$ cat src/hw/rtl/rbp_pkg.sv
// Shared types, constants and helpers for the range bit packer.
package rbp_pkg;

	localparam int WORD_W    = 64;
	localparam int NBITS_W   = 7;
	localparam int OFFSET_W  = 6;
	localparam int BITS_W    = 17;
	localparam int CAP_W     = 11;
	localparam int INDEX_W   = 10;

	localparam logic [BITS_W-1:0] BITS_SAT  = 17'h1FFFF;
	localparam logic [CAP_W-1:0]  CAP_RESET = 11'd1024;

	typedef enum logic [1:0] {
		STAT_OK    = 2'd0,
		STAT_RANGE = 2'd1,
		STAT_FULL  = 2'd2
	} status_t;

	// One checked input item, as held in the input register.
	typedef struct packed {
		logic [WORD_W-1:0]  value;
		logic [NBITS_W-1:0] nbits;
		logic               in_range;
	} item_t;

	// Number of bits needed to hold v; zero when v is zero.
	function automatic logic [NBITS_W-1:0] bit_len(input logic [WORD_W-1:0] v);
		logic [NBITS_W-1:0] n;
		n = '0;
		for (int i = 0; i < WORD_W; i++) begin
			if (v[i]) begin
				n = NBITS_W'(i + 1);
			end
		end
		return n;
	endfunction

endpackage

$ cat src/hw/rtl/rbp_front.sv
// Input stage: range check, packed width and the input register.
module rbp_front (
	input  logic                         clk,
	input  logic                         arst_n,
	input  logic                         in_valid,
	output logic                         in_ready,
	input  logic [rbp_pkg::WORD_W-1:0]   value,
	input  logic [rbp_pkg::WORD_W-1:0]   min_allowed,
	input  logic [rbp_pkg::WORD_W-1:0]   max_allowed,
	output logic                         item_valid,
	output rbp_pkg::item_t               item,
	input  logic                         item_take
);

	logic           s1_valid_q;
	rbp_pkg::item_t item_s1;
	rbp_pkg::item_t item_d;

	assign in_ready = !s1_valid_q || item_take;

	always_comb begin
		item_d.value    = value;
		item_d.nbits    = rbp_pkg::bit_len(max_allowed);
		item_d.in_range = (value >= min_allowed) && (value <= max_allowed);
	end

	always_ff @(posedge clk or negedge arst_n) begin
		if (!arst_n) begin
			s1_valid_q <= 1'b0;
		end else if (in_ready) begin
			s1_valid_q <= in_valid;
		end
	end

	always_ff @(posedge clk) begin
		if (in_valid && in_ready) begin
			item_s1 <= item_d;
		end
	end

	assign item_valid = s1_valid_q;
	assign item       = item_s1;

endmodule

$ cat src/hw/rtl/rbp_core.sv
// Packing state, capacity register, result register and output sequencing.
module rbp_core #(
	parameter int MAX_WORDS = 1024
) (
	input  logic                          clk,
	input  logic                          arst_n,
	input  logic                          cfg_we,
	input  logic [rbp_pkg::CAP_W-1:0]     cfg_wdata,
	input  logic                          item_valid,
	input  rbp_pkg::item_t                item,
	output logic                          item_take,
	output logic                          out_valid,
	input  logic                          out_ready,
	output logic                          word_valid,
	output logic [rbp_pkg::INDEX_W-1:0]   word_index,
	output logic [rbp_pkg::WORD_W-1:0]    word_data,
	output logic [1:0]                    status,
	output logic [rbp_pkg::BITS_W-1:0]    total_bits,
	output logic                          last
);

	localparam int POS_W  = (MAX_WORDS > 2) ? $clog2(MAX_WORDS) : 1;
	localparam int CAPN_W = $clog2(MAX_WORDS + 1);
	localparam int CMP_W  = ((CAPN_W > rbp_pkg::CAP_W) ? CAPN_W : rbp_pkg::CAP_W) + 1;
	localparam logic [CMP_W-1:0] MAX_CAP = CMP_W'(MAX_WORDS);

	// Packing state.
	logic [rbp_pkg::WORD_W-1:0]   acc_q;
	logic [POS_W-1:0]             pos_q;
	logic [rbp_pkg::OFFSET_W-1:0] offset_q;
	logic [rbp_pkg::BITS_W-1:0]   bits_q;
	logic [rbp_pkg::CAP_W-1:0]    capacity_q;

	// Result register: one or two results of the last processed item.
	logic                         pair_valid_q;
	logic                         two_q;
	logic                         sel_q;
	rbp_pkg::status_t             status_q;
	logic [POS_W-1:0]             idx0_q;
	logic [rbp_pkg::WORD_W-1:0]   data0_q;
	logic [rbp_pkg::WORD_W-1:0]   data1_q;
	logic [rbp_pkg::BITS_W-1:0]   total_q;

	logic                         pair_done;
	logic                         pair_free;
	logic [CMP_W-1:0]             cap_eff;
	logic [rbp_pkg::NBITS_W-1:0]  end_bit;
	logic [rbp_pkg::WORD_W-1:0]   acc_or;
	logic [rbp_pkg::WORD_W-1:0]   rest;
	logic [rbp_pkg::NBITS_W-1:0]  rest_shift;
	logic [rbp_pkg::BITS_W:0]     bits_sum;
	logic [rbp_pkg::BITS_W-1:0]   bits_next;
	logic                         fits;
	logic                         full;
	logic                         crossing;

	always_ff @(posedge clk or negedge arst_n) begin
		if (!arst_n) begin
			capacity_q <= rbp_pkg::CAP_RESET;
		end else if (cfg_we) begin
			capacity_q <= cfg_wdata;
		end
	end

	// A capacity of zero counts as one word; anything above the buffer size is clamped.
	always_comb begin
		cap_eff = CMP_W'(capacity_q);
		if (capacity_q == '0) begin
			cap_eff = CMP_W'(1);
		end else if (cap_eff > MAX_CAP) begin
			cap_eff = MAX_CAP;
		end
	end

	assign pair_done = pair_valid_q && out_ready && (!two_q || sel_q);
	assign pair_free = !pair_valid_q || pair_done;
	assign item_take = item_valid && pair_free;

	always_comb begin
		end_bit    = rbp_pkg::NBITS_W'(offset_q) + item.nbits;
		acc_or     = acc_q | (item.value << offset_q);
		rest_shift = rbp_pkg::NBITS_W'(rbp_pkg::WORD_W) - rbp_pkg::NBITS_W'(offset_q);
		// The remainder only exists when the value runs past the word end.
		rest       = (end_bit > rbp_pkg::NBITS_W'(rbp_pkg::WORD_W)) ?
			(item.value >> rest_shift) : '0;
		bits_sum   = (rbp_pkg::BITS_W + 1)'(bits_q) + (rbp_pkg::BITS_W + 1)'(item.nbits);
		bits_next  = bits_sum[rbp_pkg::BITS_W] ? rbp_pkg::BITS_SAT :
			bits_sum[rbp_pkg::BITS_W-1:0];
		fits       = end_bit < rbp_pkg::NBITS_W'(rbp_pkg::WORD_W);
		full       = CMP_W'(pos_q) >= (cap_eff - CMP_W'(1));
		crossing   = item.in_range && !fits && !full;
	end

	always_ff @(posedge clk or negedge arst_n) begin
		if (!arst_n) begin
			acc_q    <= '0;
			pos_q    <= '0;
			offset_q <= '0;
			bits_q   <= '0;
		end else if (item_take && item.in_range && (fits || !full)) begin
			acc_q    <= fits ? acc_or : rest;
			offset_q <= end_bit[rbp_pkg::OFFSET_W-1:0];
			bits_q   <= bits_next;
			if (!fits) begin
				pos_q <= pos_q + POS_W'(1);
			end
		end
	end

	always_ff @(posedge clk or negedge arst_n) begin
		if (!arst_n) begin
			pair_valid_q <= 1'b0;
			two_q        <= 1'b0;
			sel_q        <= 1'b0;
		end else if (item_take) begin
			pair_valid_q <= 1'b1;
			two_q        <= crossing;
			sel_q        <= 1'b0;
		end else if (pair_done) begin
			pair_valid_q <= 1'b0;
			sel_q        <= 1'b0;
		end else if (pair_valid_q && out_ready) begin
			sel_q <= 1'b1;
		end
	end

	always_ff @(posedge clk) begin
		if (item_take) begin
			data1_q <= rest;
			if (!item.in_range) begin
				status_q <= rbp_pkg::STAT_RANGE;
				idx0_q   <= '0;
				data0_q  <= '0;
				total_q  <= bits_q;
			end else if (!fits && full) begin
				status_q <= rbp_pkg::STAT_FULL;
				idx0_q   <= '0;
				data0_q  <= '0;
				total_q  <= bits_q;
			end else begin
				status_q <= rbp_pkg::STAT_OK;
				idx0_q   <= pos_q;
				data0_q  <= acc_or;
				total_q  <= bits_next;
			end
		end
	end

	assign out_valid  = pair_valid_q;
	assign word_valid = status_q == rbp_pkg::STAT_OK;
	assign word_index = sel_q ? rbp_pkg::INDEX_W'(idx0_q + POS_W'(1)) :
		rbp_pkg::INDEX_W'(idx0_q);
	assign word_data  = sel_q ? data1_q : data0_q;
	assign status     = status_q;
	assign total_bits = total_q;
	assign last       = sel_q || !two_q;

	a_sel_in_pair: assert property (@(posedge clk) disable iff (!arst_n)
		sel_q |-> (two_q && pair_valid_q))
		else $error("second result selected without a two-result item");

	a_cross_advances: assert property (@(posedge clk) disable iff (!arst_n)
		(item_take && crossing) |=> (pos_q == $past(pos_q) + POS_W'(1)))
		else $error("word crossing did not advance the word position");

	a_reject_holds: assert property (@(posedge clk) disable iff (!arst_n)
		(item_take && !item.in_range) |=>
		($stable(acc_q) && $stable(offset_q) && $stable(pos_q) && $stable(bits_q)))
		else $error("rejected item changed the packing state");

	a_bits_monotonic: assert property (@(posedge clk) disable iff (!arst_n)
		1'b1 |=> (bits_q >= $past(bits_q)))
		else $error("bit total decreased");

endmodule

$ cat src/hw/rtl/range_bit_packer_unit.sv
// Top level of the range bit packer: input stage and packing core.
// Throughput: one item per cycle unless the output stalls; an item that crosses a
// word boundary holds the result register for two output transfers, so the output
// port sets the pace then. Items pass the input register, then the result register.
// Reset clears the packing state and sets the capacity register to 1024 words.
module range_bit_packer_unit #(
	parameter int MAX_WORDS = 1024
) (
	input  logic                          clk,
	input  logic                          arst_n,
	input  logic                          cfg_we,
	input  logic [rbp_pkg::CAP_W-1:0]     cfg_wdata,
	input  logic                          in_valid,
	output logic                          in_ready,
	input  logic [rbp_pkg::WORD_W-1:0]    value,
	input  logic [rbp_pkg::WORD_W-1:0]    min_allowed,
	input  logic [rbp_pkg::WORD_W-1:0]    max_allowed,
	output logic                          out_valid,
	input  logic                          out_ready,
	output logic                          word_valid,
	output logic [rbp_pkg::INDEX_W-1:0]   word_index,
	output logic [rbp_pkg::WORD_W-1:0]    word_data,
	output logic [1:0]                    status,
	output logic [rbp_pkg::BITS_W-1:0]    total_bits,
	output logic                          last
);

	logic           item_valid;
	logic           item_take;
	rbp_pkg::item_t item;

	rbp_front u_front (
		.clk         (clk),
		.arst_n      (arst_n),
		.in_valid    (in_valid),
		.in_ready    (in_ready),
		.value       (value),
		.min_allowed (min_allowed),
		.max_allowed (max_allowed),
		.item_valid  (item_valid),
		.item        (item),
		.item_take   (item_take)
	);

	rbp_core #(
		.MAX_WORDS (MAX_WORDS)
	) u_core (
		.clk        (clk),
		.arst_n     (arst_n),
		.cfg_we     (cfg_we),
		.cfg_wdata  (cfg_wdata),
		.item_valid (item_valid),
		.item       (item),
		.item_take  (item_take),
		.out_valid  (out_valid),
		.out_ready  (out_ready),
		.word_valid (word_valid),
		.word_index (word_index),
		.word_data  (word_data),
		.status     (status),
		.total_bits (total_bits),
		.last       (last)
	);

endmodule

$ cat config.mk
export PLATFORM = sky130hd
export DESIGN_NAME = range_bit_packer_unit
export DESIGN_NICKNAME = d
export VERILOG_FILES = /design/src/hw/rtl/rbp_pkg.sv /design/src/hw/rtl/rbp_front.sv /design/src/hw/rtl/rbp_core.sv /design/src/hw/rtl/range_bit_packer_unit.sv
export SDC_FILE = /design/constraint.sdc
export NUM_CORES = 1
export LEC_CHECK = 0
export BUFFER_PORTS_ARGS = -buffer_cell sky130_fd_sc_hd__buf_2
export CAP_MARGIN = 20
export CELL_PAD_IN_SITES_DETAIL_PLACEMENT = 1
export CELL_PAD_IN_SITES_GLOBAL_PLACEMENT = 1
export CORE_MARGIN = 4
export CORE_UTILIZATION = 45
export CTS_BUF_LIST = sky130_fd_sc_hd__clkbuf_4
export DETAILED_ROUTE_END_ITERATION = 12
export HOLD_SLACK_MARGIN = 0.06
export PLACE_DENSITY_LB_ADDON = 0.1
export SLEW_MARGIN = 20
export SYNTH_ARGS = -nofsm -noshare
export SYNTH_HDL_FRONTEND = slang
export SYNTH_HIERARCHICAL = 1
export SYNTH_SLANG_ARGS = --single-unit
export TNS_END_PERCENT = 1
$ cat constraint.sdc
create_clock -name clk -period 11.7 [get_ports clk]
set_input_delay 1.755 -clock clk [delete_from_list [all_inputs] [get_ports clk]]
set_output_delay 1.755 -clock clk [all_outputs]
set_load 0.03 [all_outputs]
==> metrics, run 1 <==
result of the run finished, final reports clean; kind of start point of the critical path flop; CTS tree done; Top Ports 305; most common cell type on the critical path sky130_fd_sc_hd__and3_1; most common cell in the netlist sky130_fd_sc_hd__nor2_1; Initial Util 45.8%; shortest clock period the worst path allows after layout 5.00 ns; number of sinks handled by clock tree synthesis 341; power density over the cells 355 mW/mm^2; detailed-route wire length 110000 um; FMAX 200 MHz; slew at the pin closest to its max-slew limit 1.19 ns; max-cap violation count 0; master cell of the clock root buffer sky130_fd_sc_hd__clkbuf_4; worst stage delay on the critical path 0.71 ns; unrepaired setup endpoints after global routing false; sum of negative setup slack 0 ns; number of fill cells in the layout 6732; Vert. Die Dim 254 um; clk_lat worst skew 0.88 ns; Pre-antenna DRT Iters 5; number of buffers added on ports 304; cell area reported after detailed placement 0.0293 mm^2; number of flops mapped to enable cells by yosys 229; sort of element at the end of the critical path primary output; number of failing hold endpoints at the final stage 0; nets in the synthesized netlist 2989; leakage 0.0130 uW; DR vias 24200; clock buffer depth 3; synthesis-stage register bit count 341; depth of the CTS H-tree 3; Netlist cell types 103; DRC 0; count of warnings emitted by yosys 6; ordered cell list for the critical path buf_4, and3_1, and3_1, nand4_1, xnor2_1, buf_2; syn_area_per_cell 10.4 um^2; Worst Clk Skew 0.0822 ns; count of nets after finishing 3267; Die Span X 254 um; peak supply drop 0.191 mV; min-delay worst type reg -> reg; primary flip-flop cell chosen by synthesis mapping sky130_fd_sc_hd__edfxtp_1; largest area contributor in the netlist sky130_fd_sc_hd__edfxtp_1; share of the clock period used by the worst path 42.7%; routability cong. 1.01; number of hold buffers added after CTS 0; number of rows in the core area 89; antenna violations before repair 4; DRT iter0 DRCs 2094; fraction of layout instances using a drive strength above 1 27.3%; most area-consuming cells after synthesis sky130_fd_sc_hd__edfxtp_1 25%, sky130_fd_sc_hd__mux4_2 11%, sky130_fd_sc_hd__dfrtp_1 10%; vias in the first global route 25200; proportion of register bits with asynchronous set or reset after synthesis 32.8%; buffers plus inverters on the worst setup path 2; post-route design area 0.0306 mm^2; routed wire length per instance 29.3 um; Commonest cells post-synth 272 x sky130_fd_sc_hd__nor2_1, 229 x sky130_fd_sc_hd__edfxtp_1, 195 x sky130_fd_sc_hd__nand2_1, 158 x sky130_fd_sc_hd__inv_1; largest net degree at the start of global routing 77; overall die area 0.0646 mm^2; clock transition at the register clock pins on the worst setup and hold paths after CTS 0.07 ns; detailed placement HPWL 84900 um; largest delay contributor family on the critical path buffers and inverters; setup-violating endpoint count in the final report 0; antenna violation net count after detailed routing 0; global-route wire length before repair 164000 um; flip-flop and latch area 0.00969 mm^2; all-layer global routing usage 33.7%; share of Yosys cell area claimed by the top area cell type 25.2%; cell count after synthesis 2626; Slew headroom 20.3%; Syn-to-layout area delta 12.1%; share of the core filled with cells 51.4%; required time of the worst setup path 9.95 ns; type of the worst setup path reg -> out; area of the multi-input gates 0.0162 mm^2; register area share after synthesis 35.5%; via count normalized by instance count 6.43; Slew Limit Fails 0; number of gates given a new drive strength after cts 0; total clock buffers created by CTS 95; remaining global-route overflow 0; number of buffers inserted by post-CTS setup repair 0; Max Fanout on Critical Path 59; core box area 0.0595 mm^2; data arrival time at the worst-slack endpoint 3.24 ns; area of the mapped netlist 0.0273 mm^2; Critical Path Slowest Stage Cell sky130_fd_sc_hd__buf_4
[layout by cell type, fill, tap and decap left out, types with 13 or more instances in the layout]
| master | count |
|---|---|
| sky130_fd_sc_hd__buf_2 | 303 |
| sky130_fd_sc_hd__nor2_1 | 270 |
| sky130_fd_sc_hd__edfxtp_1 | 229 |
| sky130_fd_sc_hd__nand2_1 | 195 |
| sky130_fd_sc_hd__inv_1 | 158 |
| sky130_fd_sc_hd__ha_1 | 153 |
| sky130_fd_sc_hd__mux2i_1 | 152 |
| sky130_fd_sc_hd__clkbuf_4 | 133 |
| sky130_fd_sc_hd__a21oi_1 | 133 |
| sky130_fd_sc_hd__mux2_2 | 129 |
| sky130_fd_sc_hd__mux4_2 | 128 |
| sky130_fd_sc_hd__dfrtp_1 | 107 |
| sky130_fd_sc_hd__o21ai_0 | 106 |
| sky130_fd_sc_hd__nor3_1 | 46 |
| sky130_fd_sc_hd__and2_1 | 43 |
| sky130_fd_sc_hd__nand4_1 | 42 |
| sky130_fd_sc_hd__buf_4 | 39 |
| sky130_fd_sc_hd__a211oi_1 | 39 |
| sky130_fd_sc_hd__a31oi_1 | 32 |
| sky130_fd_sc_hd__o211ai_1 | 29 |
| sky130_fd_sc_hd__nand3_1 | 29 |
| sky130_fd_sc_hd__clkinv_1 | 25 |
| sky130_fd_sc_hd__a21o_1 | 25 |
| sky130_fd_sc_hd__and3_1 | 24 |
| sky130_fd_sc_hd__o21a_1 | 22 |
| sky130_fd_sc_hd__o22a_1 | 22 |
| sky130_fd_sc_hd__xnor2_1 | 21 |
| sky130_fd_sc_hd__o22ai_1 | 21 |
| sky130_fd_sc_hd__nor4_1 | 18 |
| sky130_fd_sc_hd__nand2b_1 | 18 |
| sky130_fd_sc_hd__mux4_1 | 16 |
| sky130_fd_sc_hd__o21ai_1 | 15 |
| sky130_fd_sc_hd__nor2b_1 | 14 |
| sky130_fd_sc_hd__clkinv_2 | 13 |
[final cells by class]
cell class | instances | area share [%]
multi-input combinational | 1957 | 52.9
antenna | 6 | 0.0491
clock inverter | 45 | 0.884
clock buffer | 133 | 3.27
sequential | 341 | 31.7
tap | 773 | 3.17
inverter | 166 | 2.04
timing repair buffer | 343 | 5.96
[routing by layer]
metal / part of all wire (%) / global-route usage (%) / vias to the layer above / wire, um
li1: - / - / 10600 / -
met1: 41 / 44.7 / 12100 / 44700
met2: 47 / 54.6 / 1209 / 51600
met3: 7.4 / 5.55 / 252 / 8180
met4: 5.1 / 15.5 / 2 / 5590
met5: 0.012 / 0 / - / 13
[flip-flops by register name (all words and copies together), names as in the netlist]
| name | flops |
|---|---|
| u_core/acc_q | 64 |
| u_core/bits_q | 17 |
| u_core/capacity_q | 11 |
| u_core/data0_q | 64 |
| u_core/data1_q | 64 |
| u_core/idx0_q | 10 |
| u_core/offset_q | 6 |
| u_core/out_valid | 1 |
| u_core/pos_q | 10 |
| u_core/sel_q | 1 |
| u_core/status | 2 |
| u_core/total_bits | 17 |
| u_core/two_q | 1 |
| u_front/item | 72 |
| u_front/item_valid | 1 |
[power by group]
| group | leakage [uW] | switching [uW] | internal (uW) |
|---|---|---|---|
| clock | 0.000757 | 564 | 581 |
| sequential | 0.00365 | 317 | 1840 |
| combinational | 0.00855 | 5010 | 2530 |
| total | 0.0130 | 5890 | 4960 |
[worst paths after layout]
path / to / depth (start not counted) / startpoint / slack, ns
worst max-delay path: word_index[7] / 6 / u_core/sel_q / 6.70
worst min-delay path: u_core/acc_q[4] / 1 / u_core/acc_q[4] / 0.49
worst max register to register: u_core/acc_q[45] / 13 / u_core/capacity_q[1] / 6.72
worst min register to register: u_core/acc_q[4] / 1 / u_core/acc_q[4] / 0.49
max in group asynchronous: u_core/acc_q[15] / 2 / arst_n / 9.22
min in group asynchronous: u_core/capacity_q[7] / 1 / arst_n / 1.02
[kinds of logic (layout without fill, tap and decap cells)]
logic type / count (synthesis) / after routing / synth area share [%]
simple gates: 749 / 749 / 12.8
other cells: 0 / 6 / 0
buf+inv: 328 / 687 / 5.57
xor+xnor: 31 / 31 / 1.05
mux: 429 / 429 / 23.3
flops: 341 / 341 / 35.5
fa+ha+maj: 155 / 155 / 7.17
compound gates: 593 / 593 / 14.6
[stage by stage]
stage	instances	power, uW	hold WS (ns)	worst slack [ns]
after floorplan	2626	6960	0.451	0.307
after global placement	3580	9320	0.471	6.95
after detailed placement	3580	9470	0.480	6.87
after CTS	3758	10700	0.494	6.59
after global routing	3761	11300	0.532	6.45
final	3764	10800	0.493	6.70
No activity file was read; power rests on OpenSTA's default activity.
==> run 2, diff against run 1 <==
--- a/config.mk
+++ b/config.mk
@@ -10,7 +10,7 @@
 export CELL_PAD_IN_SITES_DETAIL_PLACEMENT = 1
 export CELL_PAD_IN_SITES_GLOBAL_PLACEMENT = 1
 export CORE_MARGIN = 4
-export CORE_UTILIZATION = 45
+export CORE_UTILIZATION = 44
 export CTS_BUF_LIST = sky130_fd_sc_hd__clkbuf_4
 export DETAILED_ROUTE_END_ITERATION = 12
 export HOLD_SLACK_MARGIN = 0.06
==> constraint.sdc (replaced) <==
create_clock -name clk -period 4.3 [get_ports clk]
set_input_delay 0.645 -clock clk [delete_from_list [all_inputs] [get_ports clk]]
set_output_delay 0.645 -clock clk [all_outputs]
set_load 0.03 [all_outputs]
==> metrics, run 2 (synthesis results as in run 1) <==
peak supply drop 0.427 mV; depth of the CTS H-tree 3; placed cells 3655; via count normalized by instance count 6.32; number of buffers added on ports 304; DRT iter0 DRCs 2141; type of the worst setup path reg -> reg; core box area 0.0608 mm^2; clk_lat worst skew 0.89 ns; Syn-to-layout area delta 17.4%; most frequent standard cell in the layout excluding fill and tap cells sky130_fd_sc_hd__buf_2; overall die area 0.0660 mm^2; Pre-antenna DRT Iters 5; routed wire length per instance 28.2 um; DRC 0; number of failing hold endpoints at the final stage 0; antenna violation net count after detailed routing 0; sort of element at the end of the critical path flop; master cell of the clock root buffer sky130_fd_sc_hd__clkbuf_4; largest delay contributor family on the critical path simple AND/OR/NAND/NOR gates; routability cong. 0.996; required time of the worst setup path 5.08 ns; slew at the pin closest to its max-slew limit 1.15 ns; unrepaired setup endpoints after global routing false; global-route wire length before repair 165000 um; Max Fanout on Critical Path 25; Initial Util 44.8%; setup slack after layout 0.316 ns; Die Span X 257 um; min-delay worst type in -> reg; kind of start point of the critical path flop; fraction of layout instances using a drive strength above 1 28.3%; vias in the first global route 25600; Vert. Die Dim 257 um; ordered cell list for the critical path or3_1, nor3_1, nand2_1, or2_2, nand2_1, nor2_1, ha_1, inv_1, nor4_1, a21oi_1, buf_4, o21ai_4, buf_12, nor2_1, a21oi_1; Top Ports 305; remaining global-route overflow 0; share of the core filled with cells 52.6%; all-layer global routing usage 32.6%; worst stage delay on the critical path 0.48 ns; power density over the cells 952 mW/mm^2; Critical Path Slowest Stage Cell sky130_fd_sc_hd__o21ai_4; detailed-route wire length 110000 um; clock buffer depth 3; DR vias 24700; Slew headroom 22.5%; number of rows in the core area 90; detailed placement HPWL 84400 um; worst-case hold slack 0.250 ns; max-cap violation count 0; Worst Clk Skew 0.0733 ns; worst slack at placement 0.357 ns; number of buffers inserted by post-CTS setup repair 0; share of the clock period used by the worst path 92.7%; Slew Limit Fails 0; count of nets after finishing 3409; buffers plus inverters on the worst setup path 3; final non-filler cell total 3909; setup-violating endpoint count in the final report 0; antenna violations before repair 2; result of the run finished, final reports clean; number of sinks handled by clock tree synthesis 341; shortest clock period the worst path allows after layout 3.98 ns; clock transition at the register clock pins on the worst setup and hold paths after CTS 0.07 ns; leakage 0.0137 uW; largest net degree at the start of global routing 158; Largest register FFs 72; total clock buffers created by CTS 92; commonest non-fill, non-tap cells in the layout 303 x sky130_fd_sc_hd__buf_2, 270 x sky130_fd_sc_hd__nor2_1, 229 x sky130_fd_sc_hd__edfxtp_1; CTS tree done; FMAX 251 MHz; data arrival time at the worst-slack endpoint 4.77 ns
-- run 2: path summary, 6_finish.rpt --
| path | from | to | slack, ns | cells past startpoint |
|---|---|---|---|---|
| min reg2reg | u_core/acc_q[1] | u_core/acc_q[1] | 0.49 | 1 |
| max | u_core/capacity_q[1] | u_core/acc_q[42] | 0.32 | 15 |
| max in group asynchronous | arst_n | u_core/acc_q[10] | 2.96 | 3 |
| min | cfg_we | u_core/capacity_q[1] | 0.25 | 2 |
| max reg2reg | u_core/capacity_q[1] | u_core/acc_q[42] | 0.32 | 15 |
| min in group asynchronous | arst_n | u_core/capacity_q[3] | 0.37 | 2 |
-- run 2: what timing repair did --
action                                  in CTS  in global routing
resized for setup                            0                  1
hold buffers                                79                  0
endpoints found under the hold margin      151                  0
endpoints found under the setup margin       0                 52
-- run 2: routing by layer --
layer	global-route usage, %	share of wire (%)	vias up
met1	43.3	41	12500
met2	53.6	48	1098
met4	12.7	4.0	0
li1	-	-	10900
met3	5.51	7.2	207
met5	0	0	-
-- run 2: through the flow --
step,setup TNS (ns),area [um^2],total power [uW]
6_report,0,32000,30500
5_1_grt,0,32000,31800
4_1_cts,0,32000,30100
3_5_place_dp,0,29900,26800
3_3_place_gp,0,29900,26500
2_1_floorplan,-21.65,27300,18900
-- run 2: final cells by class --
type / instances / area [um^2]
fill: 6768 / 28800
multi-input combinational: 1957 / 16200
sequential: 341 / 9690
timing repair buffer: 488 / 3240
clock buffer: 139 / 1040
tap: 782 / 978
inverter: 166 / 623
clock inverter: 34 / 224
antenna: 2 / 5.00
-- run 2: where the power goes --
group / internal [uW] / switching, uW
combinational: 7660 / 13900
clock: 1620 / 1480
sequential: 5010 / 801
